$ cat config.mk
export PLATFORM = sky130hd
export DESIGN_NAME = url_percent_decoder
export DESIGN_NICKNAME = d
export VERILOG_FILES = /design/src/hw/rtl/upd_pkg.sv /design/src/hw/rtl/url_percent_decoder.sv /design/src/hw/rtl/upd_front.sv /design/src/hw/rtl/upd_queue.sv /design/src/hw/rtl/upd_back.sv
export SDC_FILE = /design/constraint.sdc
export NUM_CORES = 1
export LEC_CHECK = 0
export ABC_AREA = 1
export BUFFER_PORTS_ARGS = -buffer_cell sky130_fd_sc_hd__buf_4
export CAP_MARGIN = 30
export CELL_PAD_IN_SITES_DETAIL_PLACEMENT = 0
export CELL_PAD_IN_SITES_GLOBAL_PLACEMENT = 1
export CORE_UTILIZATION = 30
export DETAILED_ROUTE_END_ITERATION = 7
export PLACE_DENSITY = 0.53
export RECOVER_POWER = 25
export SLEW_MARGIN = 20
export SYNTH_ARGS = -nofsm -noshare
export SYNTH_HDL_FRONTEND = slang
export SYNTH_SLANG_ARGS = --single-unit
$ cat constraint.sdc
create_clock -name clk -period 3.5 [get_ports clk]
set_input_delay 0.525 -clock clk [delete_from_list [all_inputs] [get_ports clk]]
set_output_delay 0.525 -clock clk [all_outputs]
set_load 0.01 [all_outputs]
$ cat src/hw/rtl/upd_pkg.sv
// Shared types and constants for the URL percent decoder.
// Holds the channel payload structs, the job record that the parser hands
// to the output serializer, and the job queue sizing.
`timescale 1ns / 1ps

package upd_pkg;

    typedef struct packed {
        logic [7:0] in_char;
        logic       in_text_end;
    } in_item_t;

    typedef struct packed {
        logic [7:0] out_char;
        logic       out_run_last;
        logic       out_text_end;
    } out_item_t;

    // One input byte's worth of output: up to three bytes, emitted in order.
    typedef struct packed {
        logic [2:0][7:0] bytes;
        logic [1:0]      cnt;
        logic            text_end;
    } job_t;

    localparam int QDEPTH  = 4;
    localparam int QPTR_W  = $clog2(QDEPTH);
    localparam int QCNT_W  = $clog2(QDEPTH + 1);

    localparam logic [7:0] CH_PCT   = 8'h25;
    localparam logic [7:0] CH_ZERO  = 8'h30;
    localparam logic [7:0] CH_NINE  = 8'h39;
    localparam logic [7:0] CH_UA    = 8'h41;
    localparam logic [7:0] CH_UF    = 8'h46;
    localparam logic [7:0] CH_LA    = 8'h61;
    localparam logic [7:0] CH_LF    = 8'h66;
    // 'A' - 10: offset that turns a hex value 10..15 into an uppercase letter
    localparam logic [7:0] HEX_UOFS = 8'h37;

endpackage

$ cat src/hw/rtl/url_percent_decoder.sv
// Top level of the URL percent decoder: parser, job queue and serializer.
// Depends on upd_pkg, upd_front, upd_queue and upd_back.
//
//   channel | direction | handshake            | payload
//   --------+-----------+----------------------+-----------------------------------
//   src     | in        | src_valid/src_stall  | in_char, in_text_end
//   dst     | out       | dst_valid/dst_stall  | out_char, out_run_last, out_text_end
//
// The parser takes one byte per cycle while the four-entry job queue has room;
// each byte becomes zero to three output bytes.
// The serializer emits one output byte per cycle while dst_stall is low, from the
// head job into a registered output; a result passes through a queue slot and
// the output register. Output rate, one byte per cycle, sets the sustained rate.
// Reset clears the parse phase, queue pointers and output valid at once.
// dst_stall holds the output register; src_stall rises only when the queue fills.
`timescale 1ns / 1ps

module url_percent_decoder
    import upd_pkg::*;
(
    input  logic      clk,
    input  logic      rst_n,
    input  logic      src_valid,
    output logic      src_stall,
    input  in_item_t  src_item,
    output logic      dst_valid,
    input  logic      dst_stall,
    output out_item_t dst_item
);

    logic push;
    job_t push_job;
    logic pop;
    job_t head;
    logic empty;
    logic full;

    upd_front u_front (
        .clk       (clk),
        .rst_n     (rst_n),
        .src_valid (src_valid),
        .src_stall (src_stall),
        .src_item  (src_item),
        .q_full    (full),
        .push      (push),
        .push_job  (push_job)
    );

    upd_queue u_queue (
        .clk      (clk),
        .rst_n    (rst_n),
        .push     (push),
        .push_job (push_job),
        .pop      (pop),
        .head     (head),
        .empty    (empty),
        .full     (full)
    );

    upd_back u_back (
        .clk       (clk),
        .rst_n     (rst_n),
        .empty     (empty),
        .head      (head),
        .pop       (pop),
        .dst_valid (dst_valid),
        .dst_stall (dst_stall),
        .dst_item  (dst_item)
    );

endmodule

$ cat src/hw/rtl/upd_front.sv
// Escape parser: accepts input transactions, tracks the escape phase and
// held digit, and builds one job of zero to three output bytes per byte.
// Depends on upd_pkg.
`timescale 1ns / 1ps

module upd_front
    import upd_pkg::*;
(
    input  logic     clk,
    input  logic     rst_n,
    input  logic     src_valid,
    output logic     src_stall,
    input  in_item_t src_item,
    input  logic     q_full,
    output logic     push,
    output job_t     push_job
);

    localparam logic [1:0] PH_IDLE = 2'd0;
    localparam logic [1:0] PH_PCT  = 2'd1;
    localparam logic [1:0] PH_DIG  = 2'd2;

    logic [1:0] phase_reg, phase_next;
    logic [3:0] held_reg, held_next;
    logic       accept;
    logic [7:0] ch;
    logic       ch_dec;
    logic       ch_upper;
    logic       ch_lower;
    logic [3:0] hex_v;
    logic [7:0] code;
    logic       code_in_set;
    logic [7:0] hex_echo;
    logic [7:0] held_char;
    job_t       job;

    assign ch       = src_item.in_char;
    assign ch_dec   = (ch >= CH_ZERO) && (ch <= CH_NINE);
    assign ch_upper = (ch >= CH_UA) && (ch <= CH_UF);
    assign ch_lower = (ch >= CH_LA) && (ch <= CH_LF);
    // Letters A-F and a-f both carry value low nibble + 9.
    assign hex_v    = ch_dec ? ch[3:0] : (ch[3:0] + 4'd9);
    assign code     = {held_reg, hex_v};
    assign code_in_set = ((code >= 8'h20) && (code <= 8'h2F))
                      || ((code >= 8'h3A) && (code <= 8'h40))
                      || ((code >= 8'h5B) && (code <= 8'h60))
                      || ((code >= 8'h7B) && (code <= 8'h7E));
    assign hex_echo       = (hex_v < 4'd10) ? (CH_ZERO + {4'b0, hex_v})
                                            : (HEX_UOFS + {4'b0, hex_v});
    assign held_char      = CH_ZERO + {4'b0, held_reg};

    always_comb
    begin
        phase_next    = phase_reg;
        held_next     = held_reg;
        job.bytes     = '0;
        job.cnt       = 2'd0;
        job.text_end  = src_item.in_text_end;
        unique case (phase_reg)
            PH_PCT:
            begin
                if (ch_dec)
                begin
                    held_next  = ch[3:0];
                    phase_next = PH_DIG;
                end
                else
                begin
                    job.bytes[0] = CH_PCT;
                    job.bytes[1] = ch;
                    job.cnt      = 2'd2;
                    phase_next   = PH_IDLE;
                    held_next    = 4'd0;
                end
            end
            PH_DIG:
            begin
                if ((ch_dec || ch_upper || ch_lower) && code_in_set)
                begin
                    job.bytes[0] = code;
                    job.cnt      = 2'd1;
                end
                else
                begin
                    job.bytes[0] = CH_PCT;
                    job.bytes[1] = held_char;
                    job.bytes[2] = (ch_dec || ch_upper || ch_lower) ? hex_echo : ch;
                    job.cnt      = 2'd3;
                end
                phase_next = PH_IDLE;
                held_next  = 4'd0;
            end
            default:
            begin
                // Idle, and the unused phase code behaves the same.
                if (ch == CH_PCT)
                begin
                    phase_next = PH_PCT;
                    held_next  = 4'd0;
                end
                else
                begin
                    job.bytes[0] = ch;
                    job.cnt      = 2'd1;
                end
                if (phase_reg != PH_IDLE)
                begin
                    phase_next = (ch == CH_PCT) ? PH_PCT : PH_IDLE;
                end
            end
        endcase

        // Flush a pending escape at end of string; the job is empty here.
        if (src_item.in_text_end)
        begin
            if (phase_next == PH_PCT)
            begin
                job.bytes[0] = CH_PCT;
                job.cnt      = 2'd1;
            end
            else if (phase_next == PH_DIG)
            begin
                job.bytes[0] = CH_PCT;
                job.bytes[1] = CH_ZERO + {4'b0, held_next};
                job.cnt      = 2'd2;
            end
            phase_next = PH_IDLE;
            held_next  = 4'd0;
        end
    end

    assign src_stall = q_full;
    assign accept    = src_valid && !q_full;
    assign push      = accept && (job.cnt != 2'd0);
    assign push_job  = job;

    always_ff @(posedge clk or negedge rst_n)
    begin
        if (!rst_n)
        begin
            phase_reg <= PH_IDLE;
            held_reg  <= 4'd0;
        end
        else if (accept)
        begin
            phase_reg <= phase_next;
            held_reg  <= held_next;
        end
    end

endmodule

$ cat src/hw/rtl/upd_queue.sv
// Short job queue between the parser and the output serializer.
// Depends on upd_pkg for the job record and the depth.
`timescale 1ns / 1ps

module upd_queue
    import upd_pkg::*;
(
    input  logic clk,
    input  logic rst_n,
    input  logic push,
    input  job_t push_job,
    input  logic pop,
    output job_t head,
    output logic empty,
    output logic full
);

    job_t              slots_reg [QDEPTH];
    logic [QPTR_W-1:0] wr_ptr_reg;
    logic [QPTR_W-1:0] rd_ptr_reg;
    logic [QCNT_W-1:0] count_reg;

    assign empty = (count_reg == '0);
    assign full  = (count_reg == QCNT_W'(QDEPTH));
    assign head  = slots_reg[rd_ptr_reg];

    always_ff @(posedge clk)
    begin
        if (push)
        begin
            slots_reg[wr_ptr_reg] <= push_job;
        end
    end

    always_ff @(posedge clk or negedge rst_n)
    begin
        if (!rst_n)
        begin
            wr_ptr_reg <= '0;
            rd_ptr_reg <= '0;
            count_reg  <= '0;
        end
        else
        begin
            if (push)
            begin
                wr_ptr_reg <= wr_ptr_reg + 1'b1;
            end
            if (pop)
            begin
                rd_ptr_reg <= rd_ptr_reg + 1'b1;
            end
            unique case ({push, pop})
                2'b10:   count_reg <= count_reg + 1'b1;
                2'b01:   count_reg <= count_reg - 1'b1;
                default: count_reg <= count_reg;
            endcase
        end
    end

endmodule

$ cat src/hw/rtl/upd_back.sv
// Output serializer: walks the head job's bytes one per cycle while not
// stalled into a registered output, retiring the job after its last byte.
// Depends on upd_pkg.
`timescale 1ns / 1ps

module upd_back
    import upd_pkg::*;
(
    input  logic      clk,
    input  logic      rst_n,
    input  logic      empty,
    input  job_t      head,
    output logic      pop,
    output logic      dst_valid,
    input  logic      dst_stall,
    output out_item_t dst_item
);

    logic [1:0] sel_reg;
    logic       dst_valid_reg;
    out_item_t  dst_item_reg;
    logic       load;
    logic       is_last;
    logic [7:0] cur_byte;

    assign load    = !dst_valid_reg || !dst_stall;
    assign is_last = (sel_reg == (head.cnt - 2'd1));
    assign pop     = load && !empty && is_last;

    always_comb
    begin
        unique case (sel_reg)
            2'd0:    cur_byte = head.bytes[0];
            2'd1:    cur_byte = head.bytes[1];
            default: cur_byte = head.bytes[2];
        endcase
    end

    always_ff @(posedge clk or negedge rst_n)
    begin
        if (!rst_n)
        begin
            sel_reg       <= 2'd0;
            dst_valid_reg <= 1'b0;
        end
        else if (load)
        begin
            dst_valid_reg <= !empty;
            if (!empty)
            begin
                sel_reg <= is_last ? 2'd0 : (sel_reg + 2'd1);
            end
        end
    end

    always_ff @(posedge clk)
    begin
        if (load && !empty)
        begin
            dst_item_reg.out_char     <= cur_byte;
            dst_item_reg.out_run_last <= is_last;
            dst_item_reg.out_text_end <= is_last && head.text_end;
        end
    end

    assign dst_valid = dst_valid_reg;
    assign dst_item  = dst_item_reg;

endmodule

# == Word level (Yosys, flattened, before mapping) ==
# Memories as Yosys holds them, arrays and structs flattened.
# Cells that the tools add are included.
# word_totals
reg_bits,26
latchBits,0
ram_bits,108
rom_bits,0
inputBits,13
word_cells,106
n_memories,1
# memory_table
memory,words,word_bits,read_ports,rd_ports_with_merged_regs,write_ports,line,text
u_queue.slots_reg,4,27,1,0,1,upd_queue.sv:18,job_t slots_reg [QDEPTH];
# classes
addsub,11
mul,0
div_mod_pow,0
n_lt_le_gt_ge,15
n_eq_ne,10
n_shift,0
n_mux,29
bitwise_logic,1
n_reduce_logical,29
# op_table
cell,n
18-bit two-way mux,3
8-bit by 7-bit less-or-equal comparator with 1-bit output (second input constant),5
8-bit by 7-bit >= comparator with 1-bit output (second input constant),4
8-bit two-way mux,4
8-bit one-hot mux with 2 select lines,2
10-bit two-way mux,3
6-bit by 4-bit adder with 7-bit output (first input constant),4
8-bit by 6-bit >= comparator with 1-bit output (second input constant),3
10-bit one-hot mux with 2 select lines,1
8-bit by 6-bit less-or-equal comparator with 1-bit output (second input constant),2
16-bit two-way mux,1
4-bit two-way mux,4
1-bit logical AND,13
2-bit two-way mux,5
2-bit by 1-bit equality test with 1-bit output (second input constant),4
8-bit by 6-bit equality test with 1-bit output (second input constant),1
4-bit one-hot mux with 2 select lines,1
2-bit by 1-bit adder with 2-bit output (second input constant),3
2-bit equality test (second input constant),3
1-bit logical OR,6
3-bit one-hot mux with 2 select lines,1
2-bit nonzero test,3
4-bit adder (second input constant),1
1-bit logical NOT,4
other kinds (12),14

# == Depth between registers and ports, before layout ==
# Gate-level depths: netlist of the first run.
# depth
ltp_word,18
depth_mapped,26
mapped_depth_nobuf,26

# == Modules after synthesis ==
# Synthesis of the first run repeated with hierarchy kept, for this count alone.
# hier_totals
hier_cells,651
area_unflattened_um2,6739.0
# modules_own_cells
module,n_inst,cells_each,area_per_inst_um2
upd_queue,1,363,4742.0
upd_front,1,216,1322.5
upd_back,1,72,674.4

# == Worst setup path before layout of the first run ==
# OpenSTA, ideal clock, no wires.
# synth_path
path_kind,input -> register
startpoint,in src_item[2] in the netlist's numbering
endpoint,mem u_queue.slots_reg[0][0] in the netlist's numbering (enable)
setup_ps,411
arrival_ps,3473
required_time_ps,3089
path_slack_ps,-383
cell_stages,20
path_buffers,0
path_cell_list,inv_1 -> ha_1 -> nand2_2 -> nand3_4 -> nand2_4 -> ha_1 -> ha_1 -> inv_1 -> nand2_1 -> nand2_1 -> inv_1 -> nand3_1 -> nand3_2 -> nand2_2 -> nand2_4 -> nand2_4 -> nand2_4 -> nand3_4 -> nand2_4 -> nor2_1
# synth_between
elab_chain_len,18
# synth_lines
item,line,text
"start, declared",url_percent_decoder.sv:25,"input in_item_t src_item,"
8-bit by 6-bit >= comparator with 1-bit output / 8-bit by 6-bit less-or-equal comparator with 1-bit output (equally long branches),upd_front.sv:38,assign ch_dec = (ch >= CH_ZERO) && (ch <= CH_NINE);
1-bit logical AND,upd_front.sv:38,
4-bit two-way mux,upd_front.sv:42,assign hex_v = ch_dec ? ch[3:0] : (ch[3:0] + 4'd9);
8-bit by 6-bit >= comparator with 1-bit output (tied with other cells),upd_front.sv:44,assign code_in_set = ((code >= 8'h20) && (code <= 8'h2F))
1-bit logical AND (on tied branches),"upd_front.sv:44, upd_front.sv:45",
1-bit logical OR,upd_front.sv:45,|| ((code >= 8'h3A) && (code <= 8'h40))
1-bit logical OR,upd_front.sv:46,|| ((code >= 8'h5B) && (code <= 8'h60))
1-bit logical OR,upd_front.sv:47,|| ((code >= 8'h7B) && (code <= 8'h7E));
[... 2 more ...],-,
10-bit one-hot mux with 2 select lines,upd_front.sv:59,unique case (phase_reg)
18-bit two-way mux,upd_front.sv:121,else if (phase_next == PH_DIG)
10-bit two-way mux,upd_front.sv:116,if (phase_next == PH_PCT)
18-bit two-way mux *,upd_front.sv:114,if (src_item.in_text_end)
2-bit nonzero test *,upd_front.sv:134,assign push = accept && (job.cnt != 2'd0);
1-bit logical AND *,upd_front.sv:134,
1-bit two-way mux *,upd_queue.sv:29,if (push)
1-bit two-way mux (implied by the code) *,upd_queue.sv:31,slots_reg[wr_ptr_reg] <= push_job;
"end, declared",upd_queue.sv:18,
# Mark *: on every way between the ends. The rest lies on a longest branch, timed or not.

# == Final worst setup path of the first run ==
# layout_path
startpoint,in src_item[2] in the netlist's numbering
endpoint,reg u_queue.count_reg[2]
# layout_between
elab_chain_len,18
# layout_lines
item,line,text
8-bit by 6-bit >= comparator with 1-bit output / 8-bit by 6-bit less-or-equal comparator with 1-bit output (equally long branches),upd_front.sv:38,
1-bit logical AND,upd_front.sv:38,
4-bit two-way mux,upd_front.sv:42,
8-bit by 6-bit >= comparator with 1-bit output (tied with other cells),upd_front.sv:44,
1-bit logical AND (on tied branches),"upd_front.sv:44, upd_front.sv:45",
1-bit logical OR,upd_front.sv:45,
1-bit logical OR,upd_front.sv:46,
1-bit logical OR,upd_front.sv:47,
[... 2 more ...],-,
10-bit one-hot mux with 2 select lines,upd_front.sv:59,
18-bit two-way mux,upd_front.sv:121,
10-bit two-way mux,upd_front.sv:116,
18-bit two-way mux *,upd_front.sv:114,
2-bit nonzero test *,upd_front.sv:134,
1-bit logical AND *,upd_front.sv:134,
2-bit by 1-bit equality test with 1-bit output / 2-bit equality test (equally long branches),upd_queue.sv:53,"unique case ({push, pop})"
3-bit one-hot mux with 2 select lines / 2-bit nonzero test (equally long branches),-,
"end signal, assigned",upd_queue.sv:54,2'b10: count_reg <= count_reg + 1'b1;
"end signal, assigned",upd_queue.sv:55,2'b01: count_reg <= count_reg - 1'b1;
"end signal, assigned",upd_queue.sv:56,default: count_reg <= count_reg;
"end, declared",upd_queue.sv:21,logic [QCNT_W-1:0] count_reg;
# Marks and branches as above.
# A chain may end at the register's enable or synchronous reset.

==> results of run 1 <==
-- per-stage QoR --
stage                     worst slack (ns)  hold WS [ns]  total power (µW)  area [µm²]  instances
after floorplan                    -0.3834        0.2294              3557        6344        595
after global placement             0.03117        0.4083              4347        7087        903
after detailed placement          -0.04546        0.4107              4369        7087        903
after CTS                           0.4095        0.3244              6327        7747        936
after global routing               0.07137        0.3490              6545        7680        936
final                               0.3921        0.3441              6161        7680        936
-- kinds of logic after synthesis --
group	after synthesis	synth area share, %
AND/OR/NAND/NOR	219	15.68
AO/OA/AOI/OAI	133	11.89
buffers and inverters	83	5.365
XOR/XNOR	6	0.8284
flip-flops	134	62.17
adder cells (fa/ha/maj)	20	4.063
-- Yosys cell counts, drive strengths merged, types with 2 or more instances --
cell type  instances
o22ai             34
inv               59
dfrtp             16
nor2              75
a21oi             17
o31ai              2
clkbuf            16
a31oi              3
edfxtp           118
nand4              2
o21ai             66
o211ai             3
nand3             38
xor2               5
nor3               4
a211oi             2
buf                7
nand2             99
ha                19
-- path summary, 6_finish.rpt --
kind | slack (ns) | endpoint | start | cells after the start
worst max-delay path | 0.39 | u_queue.count_reg[2] | src_item[2] | 26
worst min-delay path | 0.34 | u_back.dst_valid | dst_stall | 3
worst max register to register | 0.47 | u_queue.count_reg[2] | u_front.phase_reg[0] | 14
worst min register to register | 0.51 | u_back.dst_valid | u_queue.count_reg[2] | 2
max in group asynchronous | 2.08 | u_front.held_reg[0] | rst_n | 2
min in group asynchronous | 0.81 | u_back.sel_reg[0] | rst_n | 2
-- area by class of cell --
| type | instances | area (µm²) | area share [%] |
|---|---|---|---|
| timing repair buffer | 62 | 450.4 | 5.865 |
| inverter | 60 | 227.7 | 2.965 |
| multi-input combinational | 378 | 2069 | 26.95 |
| sequential | 134 | 3944 | 51.35 |
| clock buffer | 23 | 478.0 | 6.224 |
| tap | 270 | 337.8 | 4.399 |
| clock inverter | 9 | 172.7 | 2.248 |
-- power breakdown --
group	internal (µW)	switching [µW]	total (µW)
logic	615	1320	1930
registers	2190	104	2290
clock network	1320	625	1940
-- metal layers --
layer,wire [µm],vias to the layer above,global-route usage (%)
li1,-,2203,-
met1,7784,2201,20.62
met2,7793,86,25.99
met3,510,16,3.426
met4,191,0,4.639
met5,0,-,0
-- worst max-delay path, cell delays in order --
cell	delay, ns
clkbuf_4	0.11
inv_1	0.11
ha_1	0.20
nand2_2	0.07
nand3_4	0.09
nand2_4	0.05
ha_1	0.31
inv_1	0.10
nand3_1	0.08
a21oi_1	0.12
nand2_1	0.07
nand2_1	0.05
nor2_1	0.04
nand3_2	0.05
nand2_2	0.07
nand2_4	0.08
nand2_4	0.05
nand2_4	0.07
nand3_4	0.09
nand2_4	0.07
ha_1	0.13
inv_1	0.06
fa_1	0.37
a21oi_1	0.14
o21ai_0	0.11
xor2_1	0.15
==> flow_summary.ini, run 1 <==
[clock_tree]
post_cts_buffers = 0
cts_resized = 0
htreeDepth = 4
cts_hold_buf = 1
clockRootBuffer = clkbuf_16
cts_tree = built
cts_buffer_depth = 2
cts_buffers = 17
insertion_delay_ns = 0.41
clkSlewWorstSetupHoldPaths_ns = 0.06
clock_sinks = 134

[floorplan]
row_count = 52
start_util_pct = 30.95
die_w_um = 147.4
io_pins = 25
dieArea_mm2 = 0.02173
core_mm2 = 0.02049
die_y_um = 147.4

[timing]
hold_violations = 0
post-route-period-util_pct = 88.80
finClkSkew_ns = 0.01127
finalMaxSlewViolations = 0
min_period_ns = 3.108
relSlewSlack_pct = 32.70
finalSetupViolCount = 0
rsz0062_at_grt = false
worst_pin_slew_ns = 1.009
clock.fmax_mhz = 321.8
fin_setup_tns_ns = 0

[detailed_routing]
drtIter0Drc = 273
first_pass_iters = 5
wl_mm = 16.28
drc_errors = 0
via_per_inst = 4.814
num_vias = 4506
wl_per_cell_um = 17.39
drtAntennaViolNets = 0

[critical_path]
worstPathRequired_ns = 3.79
path_max_fanout = 4
setup.worst_path.start_class = input port
end_kind = flop
cp.arrival_ns = 3.39
critPathKind = input port to flop

[logic_synthesis]
synth_top_area_cell = edfxtp_1
yosysUniqueCellTypes = 39
yosys-top-cells-area = edfxtp_1 56%, dfrtp_1 6.3%, o21ai_0 5.2%
synth_area_mm2 = 0.006344
synth_top_area_share_pct = 55.86
async_reset_ff_share_pct = 11.94
syn-num-nets = 628
synth_flop_cell = edfxtp_1
synth_seq_cells = 134
synth_edf_count = 118
ys_seq_area_share_pct = 62.17
yosys_warnings = 0
synth.avg_cell_area_um2 = 10.66
netlist_instances = 595

[layout]
nFillCells = 2009
finish.net_count = 686
largest_reg_flops = 108
area_growth_syn_to_layout_pct = 21.07
drive_gt1_share_pct = 15.32
final_cell_mix = 118 x edfxtp_1, 83 x nand2_1, 68 x nor2_1
n_antenna_cell = 0
final_common_cell = edfxtp_1
final_util_pct = 37.47

[place]
portBuffers = 24
gp_congestion = 0.8485
post-dp-hpwl_mm = 10.95

[global_route]
antenna_found_initial = 0
grtUsageTotal_pct = 15.71
grt_max_degree = 45
grt_first_pass_wirelength_mm = 25.01
gr-total-overflow = 0
grt_pass1_vias = 4423

[run_status]
status = finished clean

[pwr]
pwr_density_cell_mw_per_mm2 = 802.2
leakagePower_uw = 0.002941
ir_drop_v = 0.0003188

[min_path]
min_path_type = input port to flop

[flow_run]
max-cap-violations = 0
Power figures use the tool's default switching activity.
==> inputs of run 2 (changes only) <==
Settings changed: ABC_AREA 1 to 0, PLACE_DENSITY 0.53 to 0.5.
==> run 2 against run 1 <==
Net effect:
- routed wire length is 8.5% lower
- cell count is 19% lower
- register-to-register slack worse by 0.07 ns
- critical path depth is 12 lower
- core utilization hardly changed
- cell area is 0.64% lower
- hold slack worse by 0.011 ns
- synthesized area is 0.99% lower
==> flow_summary.ini, run 2 <==
[layout]
finish.net_count = 512
fin_area_mm2 = 0.007631
final_common_cell = edfxtp_1
n_antenna_cell = 0
largest_reg_flops = 108
final_util_pct = 37.47
final_cells = 762
nFillCells = 1929
area_growth_syn_to_layout_pct = 21.49
drive_gt1_share_pct = 25.20
final_cell_mix = 118 x edfxtp_1, 32 x buf_4, 28 x nand2_1

[global_route]
grt_pass1_vias = 3901
antenna_found_initial = 0
grtUsageTotal_pct = 14.93
grt_first_pass_wirelength_mm = 23.43
gr-total-overflow = 0
grt_max_degree = 28

[critical_path]
r2r_slack_ns = 0.40
r2r-end = u_queue.count_reg[2]
r2r-start = u_front.phase_reg[0]
end_kind = flop
setup.worst_path.start_class = flop
startpoint = u_front.phase_reg[0]
worstPathRequired_ns = 3.79
cp.arrival_ns = 3.39
critPathKind = flop to flop
path_max_fanout = 6
reg2reg_depth = 14
endpoint = u_queue.count_reg[2]

[logic_synthesis]
netlist_instances = 423
synth_top_area_share_pct = 56.41
yosysUniqueCellTypes = 64
async_reset_ff_share_pct = 11.94
yosys-top-cells-area = edfxtp_1 56%, mux4_2 9.7%, dfrtp_1 6.4%
synth_flop_cell = edfxtp_1
yosysMostFrequentCell = edfxtp_1
yosys_warnings = 0
syn-num-nets = 456
synth_top_area_cell = edfxtp_1
synthTopCellsByCount = 118 x edfxtp_1, 29 x nand2_1, 27 x mux4_2
synth_seq_cells = 134
ys_seq_area_share_pct = 62.79
synth.avg_cell_area_um2 = 14.85
synth_edf_count = 118
synth_area_mm2 = 0.006281

[timing]
finClkSkew_ns = 0.01251
post-route-period-util_pct = 88.52
finalMaxSlewViolations = 0
worst_pin_slew_ns = 1.004
hold_violations = 0
finalSetupViolCount = 0
min_period_ns = 3.098
fin_ws_ns = 0.4019
rsz0062_at_grt = false
clock.fmax_mhz = 322.8
relSlewSlack_pct = 33.09

[detailed_routing]
num_vias = 3735
wl_per_cell_um = 19.54
via_per_inst = 4.902
wl_mm = 14.89
first_pass_iters = 5
drtAntennaViolNets = 0
drtIter0Drc = 202
drc_errors = 0

[floorplan]
die_y_um = 146.7
core_mm2 = 0.02036
start_util_pct = 30.84
die_w_um = 146.7
io_pins = 25
dieArea_mm2 = 0.02152
row_count = 52

[clock_tree]
clkSlewWorstSetupHoldPaths_ns = 0.06
cts_buffer_depth = 2
clockRootBuffer = clkbuf_16
cts_buffers = 17
htreeDepth = 4
insertion_delay_ns = 0.41
cts_tree = built
cts_resized = 0
clock_sinks = 134

[pwr]
pwr_density_cell_mw_per_mm2 = 790.7
leakagePower_uw = 0.002763
ir_drop_v = 0.0003241

[place]
post-dp-hpwl_mm = 10.55
dpl_cell_area_mm2 = 0.007057
gp_congestion = 0.8363
portBuffers = 24
pre_cts_ws_ns = -0.007624
place_inst = 729

[flow_run]
max-cap-violations = 0

[run_status]
status = finished clean

[min_path]
min_path_type = input port to flop
==> run 2: cell count changes in the layout (fill, tap and decap cells not counted), moves of 7 or more <==
cell,change
a22oi_1,+12
inv_1,-31
mux4_2,+27
nand2_1,-55
nand2_2,-8
nand3_1,-26
nor2_1,-52
nor2b_1,+7
o21ai_0,-44
o22ai_1,-32
==> run 2: stage by stage <==
step                        TNS, ns  power [µW]  hold WS (ns)
after CTS                         0        6211        0.3169
after floorplan                   0        3588        0.2294
after global placement            0        4284        0.4080
final                             0        6034        0.3332
after detailed placement  -0.007624        4303        0.4084
after global routing              0        6411        0.3381
==> run 2: how the worst min path moves through the flow <==
stage / from / cells after the start / slack [ns] / end
6_report: dst_stall / 3 / 0.33 / u_back.dst_valid
5_1_grt: dst_stall / 3 / 0.34 / u_back.dst_valid
4_1_cts: dst_stall / 3 / 0.32 / u_back.dst_valid
3_5_place_dp: rst_n / 1 / 0.41 / u_back.sel_reg[0]
3_3_place_gp: rst_n / 1 / 0.41 / u_back.sel_reg[0]
2_1_floorplan: rst_n / 0 / 0.23 / u_back.dst_valid
==> run 2: final cells by class <==
cell class | instances | area, µm² | area share, %
multi-input cells | 242 | 2181 | 28.58
inverters | 28 | 105.1 | 1.377
clock buffers | 18 | 429.2 | 5.624
clock inverters | 14 | 198.9 | 2.607
flip-flops and latches | 134 | 3944 | 51.68
repair buffers | 56 | 435.4 | 5.706
well taps | 270 | 337.8 | 4.427
==> run 2: worst max-delay path, cell delays in order (launching register included) <==
cell and delay, ns:
dfrtp_1 0.41, inv_1 0.08, ha_1 0.36, nand2_1 0.15
nor3b_1 0.18, a21oi_1 0.53, nor3_1 0.16, a211oi_4 0.27
inv_1 0.07, ha_2 0.19, inv_1 0.06, fa_1 0.17
xor2_1 0.14, nor2_1 0.06, xor2_1 0.13
==> run 2: cell families (layout without fill, tap and decap cells) <==
group | after synthesis | after routing | share of synthesized area (%)
DFF | 134 | 134 | 62.79
muxes | 29 | 29 | 10.02
and+or+nand+nor | 98 | 98 | 8.685
adders and majority gates | 20 | 20 | 4.104
AOI/OAI and AO/OA | 87 | 87 | 10.16
xor gates and xnor gates | 8 | 8 | 1.116
buffers and inverters | 47 | 116 | 3.128
==> run 2: power by group <==
group          total (µW)  internal, µW  leakage, µW  switching, µW
sequential           2380          2230      0.00130            149
combinational        1770           773      0.00117            996
clock                1890          1200     0.000300            689
==> run 2: what timing repair did <==
action	in CTS	in global routing
hold endpoints to repair	16	0
endpoints found under the setup margin	0	0
buffers inserted	0	0
hold buffers	1	0
==> run 2: layer usage <==
layer  part of all wire (%)  up-vias  track usage [%]  wire, µm
met1                     46     1919            19.67      6908
met5                      0        -                0         0
met4                    1.4        0            5.365       202
met2                     49       62            24.60      7319
li1                       -     1739                -         -
met3                    3.1       15            2.764       460
